**src/hw/rtl/fcsg_pkg.sv**
```systemverilog
// shared types and constants for the filled circle span generator
// no dependencies; imported by the controller, the datapath and the top level
package fcsg_pkg;

    localparam int RADIUS_W       = 6;
    localparam int COLOUR_W       = 8;
    localparam int OUT_W          = 13;
    localparam int MAX_RESULTS    = 46;
    localparam int CNT_W          = 6;
    localparam int DEF_MAX_RADIUS = 63;
    localparam int DEF_COORD_BITS = 11;

    // decision recurrence constants
    localparam int D_INIT   = 3;
    localparam int D_INC_IN = 6;
    localparam int D_INC_DN = 10;

    typedef struct packed {
        logic load;
        logic step;
    } fcsg_cmd_t;

    typedef struct packed {
        logic last;
    } fcsg_status_t;

endpackage

```
**src/hw/rtl/fcsg_ctrl.sv**
```systemverilog
// request sequencing for the filled circle span generator
// depends on fcsg_pkg; drives load/step commands into fcsg_dp
module fcsg_ctrl (
    input  logic                 clk,
    input  logic                 rst_n,
    input  logic                 in_valid,
    output logic                 in_stall,
    output logic                 out_valid,
    input  logic                 out_stall,
    input  fcsg_pkg::fcsg_status_t status,
    output fcsg_pkg::fcsg_cmd_t    cmd
);
    import fcsg_pkg::*;

    localparam logic ST_IDLE = 1'b0;
    localparam logic ST_RUN  = 1'b1;

    logic state_reg;
    logic state_next;
    logic out_valid_reg;
    logic out_valid_next;
    logic advance;

    // output slot is free or being drained this cycle
    assign advance = !out_valid_reg || !out_stall;

    always_comb
    begin
        state_next     = state_reg;
        out_valid_next = out_valid_reg;
        cmd.load       = 1'b0;
        cmd.step       = 1'b0;
        if (out_valid_reg && !out_stall)
        begin
            out_valid_next = 1'b0;
        end
        unique case (state_reg)
            ST_IDLE:
            begin
                if (in_valid)
                begin
                    cmd.load   = 1'b1;
                    state_next = ST_RUN;
                end
            end
            ST_RUN:
            begin
                if (advance)
                begin
                    cmd.step       = 1'b1;
                    out_valid_next = 1'b1;
                    if (status.last)
                    begin
                        state_next = ST_IDLE;
                    end
                end
            end
            default:
            begin
                state_next = ST_IDLE;
            end
        endcase
    end

    always_ff @(posedge clk or negedge rst_n)
    begin
        if (!rst_n)
        begin
            state_reg     <= ST_IDLE;
            out_valid_reg <= 1'b0;
        end
        else
        begin
            state_reg     <= state_next;
            out_valid_reg <= out_valid_next;
        end
    end

    assign in_stall  = (state_reg != ST_IDLE);
    assign out_valid = out_valid_reg;

endmodule

```
**src/hw/rtl/fcsg_dp.sv**
```systemverilog
// octant walk datapath and result register for the filled circle span generator
// depends on fcsg_pkg; commanded by fcsg_ctrl
module fcsg_dp #(
    parameter int MAX_RADIUS = fcsg_pkg::DEF_MAX_RADIUS,
    parameter int COORD_BITS = fcsg_pkg::DEF_COORD_BITS
) (
    input  logic                                clk,
    input  fcsg_pkg::fcsg_cmd_t                 cmd,
    output fcsg_pkg::fcsg_status_t              status,
    input  logic [fcsg_pkg::RADIUS_W-1:0]       radius,
    input  logic [COORD_BITS-1:0]               centre_x,
    input  logic [COORD_BITS-1:0]               centre_y,
    input  logic [fcsg_pkg::COLOUR_W-1:0]       colour,
    output logic signed [fcsg_pkg::OUT_W-1:0]   outer_row_top,
    output logic signed [fcsg_pkg::OUT_W-1:0]   outer_row_bottom,
    output logic signed [fcsg_pkg::OUT_W-1:0]   outer_left,
    output logic signed [fcsg_pkg::OUT_W-1:0]   outer_right,
    output logic signed [fcsg_pkg::OUT_W-1:0]   inner_row_top,
    output logic signed [fcsg_pkg::OUT_W-1:0]   inner_row_bottom,
    output logic signed [fcsg_pkg::OUT_W-1:0]   inner_left,
    output logic signed [fcsg_pkg::OUT_W-1:0]   inner_right,
    output logic [fcsg_pkg::COLOUR_W-1:0]       span_colour,
    output logic                                last_step
);
    import fcsg_pkg::*;

    localparam int RW = $clog2(MAX_RADIUS + 1);
    localparam int SW = (RW > RADIUS_W) ? RW : RADIUS_W;
    localparam int DW = RW + 4;

    logic [RW-1:0]           x_reg, y_reg;
    logic signed [DW-1:0]    d_reg;
    logic [CNT_W-1:0]        cnt_reg;
    logic [OUT_W-1:0]        cx_reg, cy_reg;
    logic [COLOUR_W-1:0]     colour_reg;

    logic [SW-1:0]           rad_ext;
    logic [SW-1:0]           rad_sat;
    logic [RW-1:0]           y_init;
    logic signed [DW-1:0]    d_init;
    logic [OUT_W+COORD_BITS-1:0] cx_ext, cy_ext;

    logic [RW-1:0]           x_next, y_next;
    logic signed [DW-1:0]    d_next;
    logic signed [DW-1:0]    xs, ys;
    logic                    last;
    logic [OUT_W-1:0]        x13, y13;

    // request load: saturate radius, mask centre into the output field width
    assign rad_ext = SW'(radius);
    assign rad_sat = (rad_ext > SW'(MAX_RADIUS)) ? SW'(MAX_RADIUS) : rad_ext;
    assign y_init  = rad_sat[RW-1:0];
    assign d_init  = DW'(D_INIT) - $signed({{(DW-RW){1'b0}}, y_init} << 1);
    assign cx_ext  = (OUT_W+COORD_BITS)'(centre_x);
    assign cy_ext  = (OUT_W+COORD_BITS)'(centre_y);

    // one step of the midpoint decision recurrence
    assign xs = $signed({{(DW-RW){1'b0}}, x_reg});
    assign ys = $signed({{(DW-RW){1'b0}}, y_reg});

    always_comb
    begin
        x_next = x_reg + RW'(1);
        if (d_reg < 0)
        begin
            d_next = d_reg + (xs <<< 2) + DW'(D_INC_IN);
            y_next = y_reg;
        end
        else
        begin
            d_next = d_reg + ((xs - ys) <<< 2) + DW'(D_INC_DN);
            y_next = y_reg - RW'(1);
        end
        last = (x_reg == y_reg) || (x_next > y_next)
            || (cnt_reg == CNT_W'(MAX_RESULTS - 1));
    end

    assign status.last = last;
    assign x13 = {{(OUT_W-RW){1'b0}}, x_reg};
    assign y13 = {{(OUT_W-RW){1'b0}}, y_reg};

    always_ff @(posedge clk)
    begin
        if (cmd.load)
        begin
            x_reg      <= '0;
            y_reg      <= y_init;
            d_reg      <= d_init;
            cnt_reg    <= '0;
            cx_reg     <= cx_ext[OUT_W-1:0];
            cy_reg     <= cy_ext[OUT_W-1:0];
            colour_reg <= colour;
        end
        else if (cmd.step)
        begin
            x_reg   <= x_next;
            y_reg   <= y_next;
            d_reg   <= d_next;
            cnt_reg <= cnt_reg + CNT_W'(1);
        end
    end

    // result register
    always_ff @(posedge clk)
    begin
        if (cmd.step)
        begin
            outer_row_top    <= cy_reg - y13;
            outer_row_bottom <= cy_reg + y13;
            outer_left       <= cx_reg - x13;
            outer_right      <= cx_reg + x13;
            inner_row_top    <= cy_reg - x13;
            inner_row_bottom <= cy_reg + x13;
            inner_left       <= cx_reg - y13;
            inner_right      <= cx_reg + y13;
            span_colour      <= colour_reg;
            last_step        <= last;
        end
    end

endmodule

```
**src/hw/rtl/filled_circle_span_generator.sv**
```systemverilog
// Filled disk span generator: each request (radius, centre, colour) is walked
// over one octant of the midpoint circle, one octant point per clock unless
// out_stall holds the output, and each point gives one result of four horizontal
// spans; the final one has last_step set. A request is loaded, then walked over
// about radius/sqrt(2) + 1 points (45 at radius 63; one at radius zero) by the
// single decision-update unit that advances one point a cycle. in_stall stays
// high from acceptance until the last point enters the output register, and
// out_stall holds the walk in place.
// depends on fcsg_pkg, fcsg_ctrl and fcsg_dp
module filled_circle_span_generator #(
    parameter int MAX_RADIUS = fcsg_pkg::DEF_MAX_RADIUS,
    parameter int COORD_BITS = fcsg_pkg::DEF_COORD_BITS
) (
    input  logic                                clk,
    input  logic                                rst_n,
    input  logic                                in_valid,
    output logic                                in_stall,
    input  logic [fcsg_pkg::RADIUS_W-1:0]       radius,
    input  logic [COORD_BITS-1:0]               centre_x,
    input  logic [COORD_BITS-1:0]               centre_y,
    input  logic [fcsg_pkg::COLOUR_W-1:0]       colour,
    output logic                                out_valid,
    input  logic                                out_stall,
    output logic signed [fcsg_pkg::OUT_W-1:0]   outer_row_top,
    output logic signed [fcsg_pkg::OUT_W-1:0]   outer_row_bottom,
    output logic signed [fcsg_pkg::OUT_W-1:0]   outer_left,
    output logic signed [fcsg_pkg::OUT_W-1:0]   outer_right,
    output logic signed [fcsg_pkg::OUT_W-1:0]   inner_row_top,
    output logic signed [fcsg_pkg::OUT_W-1:0]   inner_row_bottom,
    output logic signed [fcsg_pkg::OUT_W-1:0]   inner_left,
    output logic signed [fcsg_pkg::OUT_W-1:0]   inner_right,
    output logic [fcsg_pkg::COLOUR_W-1:0]       span_colour,
    output logic                                last_step
);
    import fcsg_pkg::*;

    fcsg_cmd_t    cmd;
    fcsg_status_t status;

    fcsg_ctrl u_ctrl (
        .clk       (clk),
        .rst_n     (rst_n),
        .in_valid  (in_valid),
        .in_stall  (in_stall),
        .out_valid (out_valid),
        .out_stall (out_stall),
        .status    (status),
        .cmd       (cmd)
    );

    fcsg_dp #(
        .MAX_RADIUS (MAX_RADIUS),
        .COORD_BITS (COORD_BITS)
    ) u_dp (
        .clk              (clk),
        .cmd              (cmd),
        .status           (status),
        .radius           (radius),
        .centre_x         (centre_x),
        .centre_y         (centre_y),
        .colour           (colour),
        .outer_row_top    (outer_row_top),
        .outer_row_bottom (outer_row_bottom),
        .outer_left       (outer_left),
        .outer_right      (outer_right),
        .inner_row_top    (inner_row_top),
        .inner_row_bottom (inner_row_bottom),
        .inner_left       (inner_left),
        .inner_right      (inner_right),
        .span_colour      (span_colour),
        .last_step        (last_step)
    );

endmodule
```
**config.mk**
```make
export PLATFORM = sky130hd
export DESIGN_NAME = filled_circle_span_generator
export DESIGN_NICKNAME = d
export VERILOG_FILES = /design/src/hw/rtl/fcsg_pkg.sv /design/src/hw/rtl/fcsg_ctrl.sv /design/src/hw/rtl/fcsg_dp.sv /design/src/hw/rtl/filled_circle_span_generator.sv
export SDC_FILE = /design/constraint.sdc
export NUM_CORES = 1
export LEC_CHECK = 0
export ABC_AREA = 1
export BUFFER_PORTS_ARGS = -buffer_cell sky130_fd_sc_hd__clkbuf_2
export CAP_MARGIN = 15
export CORE_ASPECT_RATIO = 2
export CORE_MARGIN = 3
export CORE_UTILIZATION = 55
export CTS_CLUSTER_SIZE = 40
export DETAILED_ROUTE_END_ITERATION = 10
export PLACE_DENSITY = 0.8
export SYNTH_ARGS = -nofsm -noshare
export SYNTH_HDL_FRONTEND = slang
export SYNTH_SLANG_ARGS = --single-unit
```
**constraint.sdc**
```tcl
create_clock -name clk -period 6.4 [get_ports clk]
set_clock_uncertainty 0.15 [all_clocks]
set_input_delay 0.96 -clock clk [delete_from_list [all_inputs] [get_ports clk]]
set_output_delay 0.96 -clock clk [all_outputs]
set_load 0.01 [all_outputs]
```
Word-level counts from Yosys, hierarchy flattened
Cells that the tools add are included.
- register bits after elaboration: 173
- latch bits: 0
- bits in writable memories: 0
- bits in read-only memories: 0
- input bits: 40
- output and inout bits: 115
- word-level logic and storage cells: 66
- memories kept: 0
- add/sub/neg operators: 17
- $mul: 0
- divide/modulo/power cells: 0
- $lt $le $gt $ge: 3
- equal/unequal tests: 2
- shifts and indexed selects: 0
- multiplexer cells: 17
- bitwise operators: 1
- reductions and logical operators: 7
- operators by type and width (kind ; number):
    $add 11x6->12 ; 4
    $sub 11x6->12 ; 4
    $mux 10 ; 3
    $mux 6 ; 4
    $add 10x9->10 ; 2
    $add 6x1->6 const B ; 2
    $add 10x4->10 const B ; 1
    $add 10x5->10 const B ; 1
    $lt 10x1->1 const B ; 1
    $mux 1 ; 9
    $sub 2x7->8 const A ; 1
    $sub 6x6->7 ; 1
    $eq 6x6->1 ; 1
    $eq 6x6->1 const B ; 1
    $gt 6x6->1 ; 1
    $gt 6x6->1 const B ; 1
    $sub 6x1->6 const B ; 1
    $logic_or 1x1->1 ; 3
    $logic_not 1->1 ; 2
    $pmux 1 s2 ; 1
    $reduce_bool 2->1 ; 1
    $logic_and 1x1->1 ; 1
    $not 1->1 ; 1

Depth between registers and ports, before layout
- word-level depth: 8
- depth in mapped cells: 22
- mapped depth without buffers: 22

Modules after synthesis
From an unflattened synthesis, not the netlist that was laid out.
- cell total of the unflattened synthesis: 927
- area, all modules: 9370.2 µm²
- modules (own cells, without submodules) (module ; times used ; cells each ; area an instance (µm²) ; seq. area each (µm²)):
    fcsg_dp ; 1 ; 916 ; 9285.2 ; 4624.4
    fcsg_ctrl ; 1 ; 11 ; 85.1 ; 50.0

Worst setup path before layout
No wires, ideal clock.
- path kind: input -> register
- from: input out_stall
- to: register u_dp.inner_left[10] (netlist name) (enable)
- setup time: 1.053 ns
- data arrival time: 3.200 ns
- data required time: 5.197 ns
- setup slack: 1.997 ns
- stages: 4
- path buffers: 1
- cells stage by stage: nand2_1 -> nand2_1 -> buf_2 -> clkinv_1
- RTL lines (item ; line ; RTL):
    start, declared ; filled_circle_span_generator.sv:23 ; input logic out_stall,
    end signal, assigned ; fcsg_dp.sv:114 ; inner_left <= cx_reg - y13;
    end, declared ; fcsg_dp.sv:20 ; output logic signed [fcsg_pkg::OUT_W-1:0] inner_left,

Final worst setup path
- from: register u_dp.y_reg[1]
- to: register u_dp.d_reg[9], data pin
- word-level cells in the longest chain between the ends: 6
- RTL lines (item ; line ; RTL):
    start, declared ; fcsg_dp.sv:31 ; logic [RW-1:0] x_reg, y_reg;
    start signal, assigned ; fcsg_dp.sv:87 ; y_reg <= y_init;
    start signal, assigned ; fcsg_dp.sv:97 ; y_reg <= y_next;
    $sub 6x6->7 ; fcsg_dp.sv:71 ; d_next = d_reg + ((xs - ys) <<< 2) + DW'(D_INC_DN);
    $add 10x9->10 ; fcsg_dp.sv:71 ;
    $add 10x5->10 ; fcsg_dp.sv:71 ;
    $mux 10 ; fcsg_dp.sv:64 ; if (d_reg < 0)
    $mux 10 ; fcsg_dp.sv:94 ; else if (cmd.step)
    $mux 10 ; fcsg_dp.sv:84 ; if (cmd.load)
    end signal, assigned ; fcsg_dp.sv:88 ; d_reg <= d_init;
    end signal, assigned ; fcsg_dp.sv:98 ; d_reg <= d_next;
    end, declared ; fcsg_dp.sv:32 ; logic signed [DW-1:0] d_reg;
Every way passes these cells. The select of a mux whose other input is x is not followed.
A chain may end at the register's enable or synchronous reset.

==> summary.txt <==
Finish
  – Fillers: roughly 1300
  – Share of layout cells above drive strength 1: 19.4%
  – P&R area growth vs syn: 15.5%
  – # nets final: ~1200
  – Most frequent cells in the layout: nand2_1 (170), clkbuf_2 (150), edfxtp_1 (146)
  – Commonest non-fill, non-tap cell in the layout: nand2_1
  – Ant. Diodes: 0
  – Layout Cells excl Fill: ~1300

Worst setup path
  – R2R cell count: 19
  – WP data arrival: between 3000 and 4000 ps
  – CP Class: reg2reg
  – Cell repeated most along the worst path: nand2_1
  – Critical Path Max Stage Delay: around 530 ps
  – Critical Path RT: 6430 ps
  – Critical path endpoint category: flop
  – Critical path peak fanout: 8
  – Worst-path cell chain: inv_1 > ha_1 > nand2_1 > o21ai_0 > nand2_1 > nand2_1 > a21oi_1 > xnor2_1 > ha_1 > ha_1 > nand2_1 > nor2_1 > nand3_1 > nand2_1 > nand3_1 > nand3_1 > nand2_1 > nand2_1 > nand2_1
  – Startpoint Class: flop
  – Slowest stage cell, crit path: edfxtp_1

Synth
  – Main synth FF type: edfxtp_1
  – Syn Inst Count: a little over 900
  – Post-Synth Adder-Cell Area: ~15%
  – Simple-Gate Fraction of Synth Area: between 10% and 20%
  – Mapped Area: between 9000 and 10000 um^2
  – Area share of xor/xnor cells in the synthesized design: under 10%
  – Post-synthesis cell type count: 39
  – Syn_area_per_cell: roughly 10 um^2
  – Yosys warning count: 0
  – Main combinational cell family by area after synthesis: adder cells
  – Top cells by area, synth: edfxtp_1 (47%), ha_1 (12%), nand2_1 (6.8%)
  – #FFs+latches synth: between 150 and 200
  – Sequential fraction of the synthesis area: 49.9%
  – Top-area cell type share of the netlist area: ~47%
  – Area leader, netlist: edfxtp_1
  – Post-synthesis mux area share: 0%
  – Post-synth ARST share: between 1 and 1.5%
  – Post-synth EDFFs: roughly 150
  – Synth Area in Compound Gates: between 8 and 9%

Routing
  – Vias: between 6000 and 7000
  – Routed met2 length: about 13 mm
  – Vias/cell: about 5.3
  – DRT antenna net count: 0
  – Post-route DRC: 0
  – Met1 WL: roughly 7 mm
  – Routed wire per std cell: 16.8 um
  – Met3 WL post-DR: 771 um
  – Top sig layer: met4
  – Final wirelength: ~22 mm
  – Iter 0 DRT Violations: 358
  – First-pass iteration count of the detailed router: 4

Clock tree
  – PostCTS Resize Cnt: 0
  – Root Driver: clkbuf_16
  – TritonCTS buffer count: 17
  – CTS max path bufs: 2
  – Clock sinks: 160
  – H-tree levels: 4
  – Hold Buf Count CTS: 0
  – CTS tree: yes
  – CTS clk-pin slew, worst paths: roughly 70 ps
  – Clk_lat worst skew: around 440 ps
  – Setup bufs post-CTS: 0

Floorplanning
  – Die ar.: between 15000 and 20000 um^2
  – Die Wd: 98.3 um
  – # IOs: 155
  – Initial Util: between 50% and 60%
  – Row count: 66
  – Die H: approximately 190 um
  – Core area: about 17000 um^2

Global routing
  – Initial antenna violation count: 0
  – First-pass GRT wire length: 34.4 mm
  – Pin count of the biggest net entering global routing: 70
  – Vias in the first global route: about 7100
  – Tot GR Track Use: 23.8%
  – Overflow after GRT: 0

Power
  – Worst vdd ir: 0.000370 V
  – Leak: about 5 nW
  – Cell Pwr Density: around 610 nW/um^2

Status
  – Outcome: finished, final reports clean

STA
  – Final Hold Slack: 163 ps
  – Setup TNS: 0 ps
  – RSZ-0062 raised after global routing: false
  – Final min period: between 3000 and 4000 ps
  – Worst Tran Pin Value: about 930 ps
  – Pins Over Slew Limit: 0
  – Fin. Hold Viols: 0
  – Fmax achieved: 0.276 GHz
  – Final setup violation count: 0
  – Setup ws final: about 2800 ps
  – Slew HR: approximately 38%
  – Final worst-path cycle share: a little under three fifths

Placement
  – Placer Congestion: between 0.9 and 1
  – I/O Buffers: 150
  – Worst slack at placement: roughly 2800 ps
  – Placed cells: 1265
  – DP Wirelength: 16.7 mm

Job
  – Maxcap violations: 0

Min path
  – Hold Crit Class: in2async
[through the flow]
step                power [mW]  util, %  area, um^2
detailed placement        5.58     61.9       10200
global placement          5.44     61.9       10200
floorplan                 4.56        -        9370
global route              7.14     65.4       10800
CTS                       6.59     65.4       10800
finish                    6.58     65.4       10800
[worst max-delay path: cells and delay by family, from the launching register on]
kind / cells / cell delay, ps
xor+xnor: 1 / 130
fa+ha+maj: 3 / 1000
compound gates: 2 / 360
flops: 1 / 530
simple gates: 12 / 900
buf+inv: 1 / 290
[per-layer routing]
| layer | global-route usage, % | vias up |
|---|---|---|
| li1 | - | 3371 |
| met1 | 21.5 | 3261 |
| met2 | 47.4 | 210 |
| met3 | 3.26 | 73 |
| met4 | 15.3 | 0 |
| met5 | 0 | - |
[final timing paths]
check	from	to	slack, ps
setup / recovery	u_dp.y_reg[1]$_DFFE_PP_	u_dp.d_reg[9]$_DFFE_PP_	2780
hold / removal	rst_n	u_ctrl.out_valid$_DFF_PN0_	160
setup reg to reg	u_dp.y_reg[1]$_DFFE_PP_	u_dp.d_reg[9]$_DFFE_PP_	2780
hold reg to reg	u_dp.colour_reg[1]$_DFFE_PP_	u_dp.span_colour[1]$_DFFE_PP_	270
max in group asynchronous	rst_n	u_ctrl.in_stall$_DFF_PN0_	5830
min in group clk	u_dp.colour_reg[1]$_DFFE_PP_	u_dp.span_colour[1]$_DFFE_PP_	270
[cells in the mapped netlist (5+ instances only)]
library cell and count:
a21oi_1 41, a21oi_2 5, buf_4 15, clkbuf_1 5, dfxtp_1 12, edfxtp_1 146
fa_1 11, ha_1 92, inv_1 139, inv_2 10, nand2_1 170, nand3_1 48
nand4_1 5, nor2_1 49, nor3_1 12, o21ai_0 53, o21ai_1 8, o21ai_2 6
xnor2_1 7, xor2_1 63
[report_power, final]
part | switching (mW) | internal [mW]
Clock | 0.414 | 0.585
Sequential | 0.254 | 1.73
Combinational | 2.26 | 1.34
[layout make-up]
cell class	instances	area (um^2)	area share (%)
Clock inverter	13	138	1.27
Sequential cell	160	4670	43.2
Timing Repair Buffer	152	766	7.08
Clock buffer	19	443	4.10
Multi-Input combinational cell	599	3970	36.7
Inverter	150	566	5.23
Tap cell	204	255	2.36
[kinds of logic after synthesis]
| family | after synthesis |
|---|---|
| XOR/XNOR | 70 |
| AO/OA/AOI/OAI | 130 |
| other | 1 |
| flip-flops | 160 |
| AND/OR/NAND/NOR | 292 |
| adder cells (fa/ha/maj) | 103 |
| buffers and inverters | 176 |
Note: power is estimated with default switching activity, not from simulation.
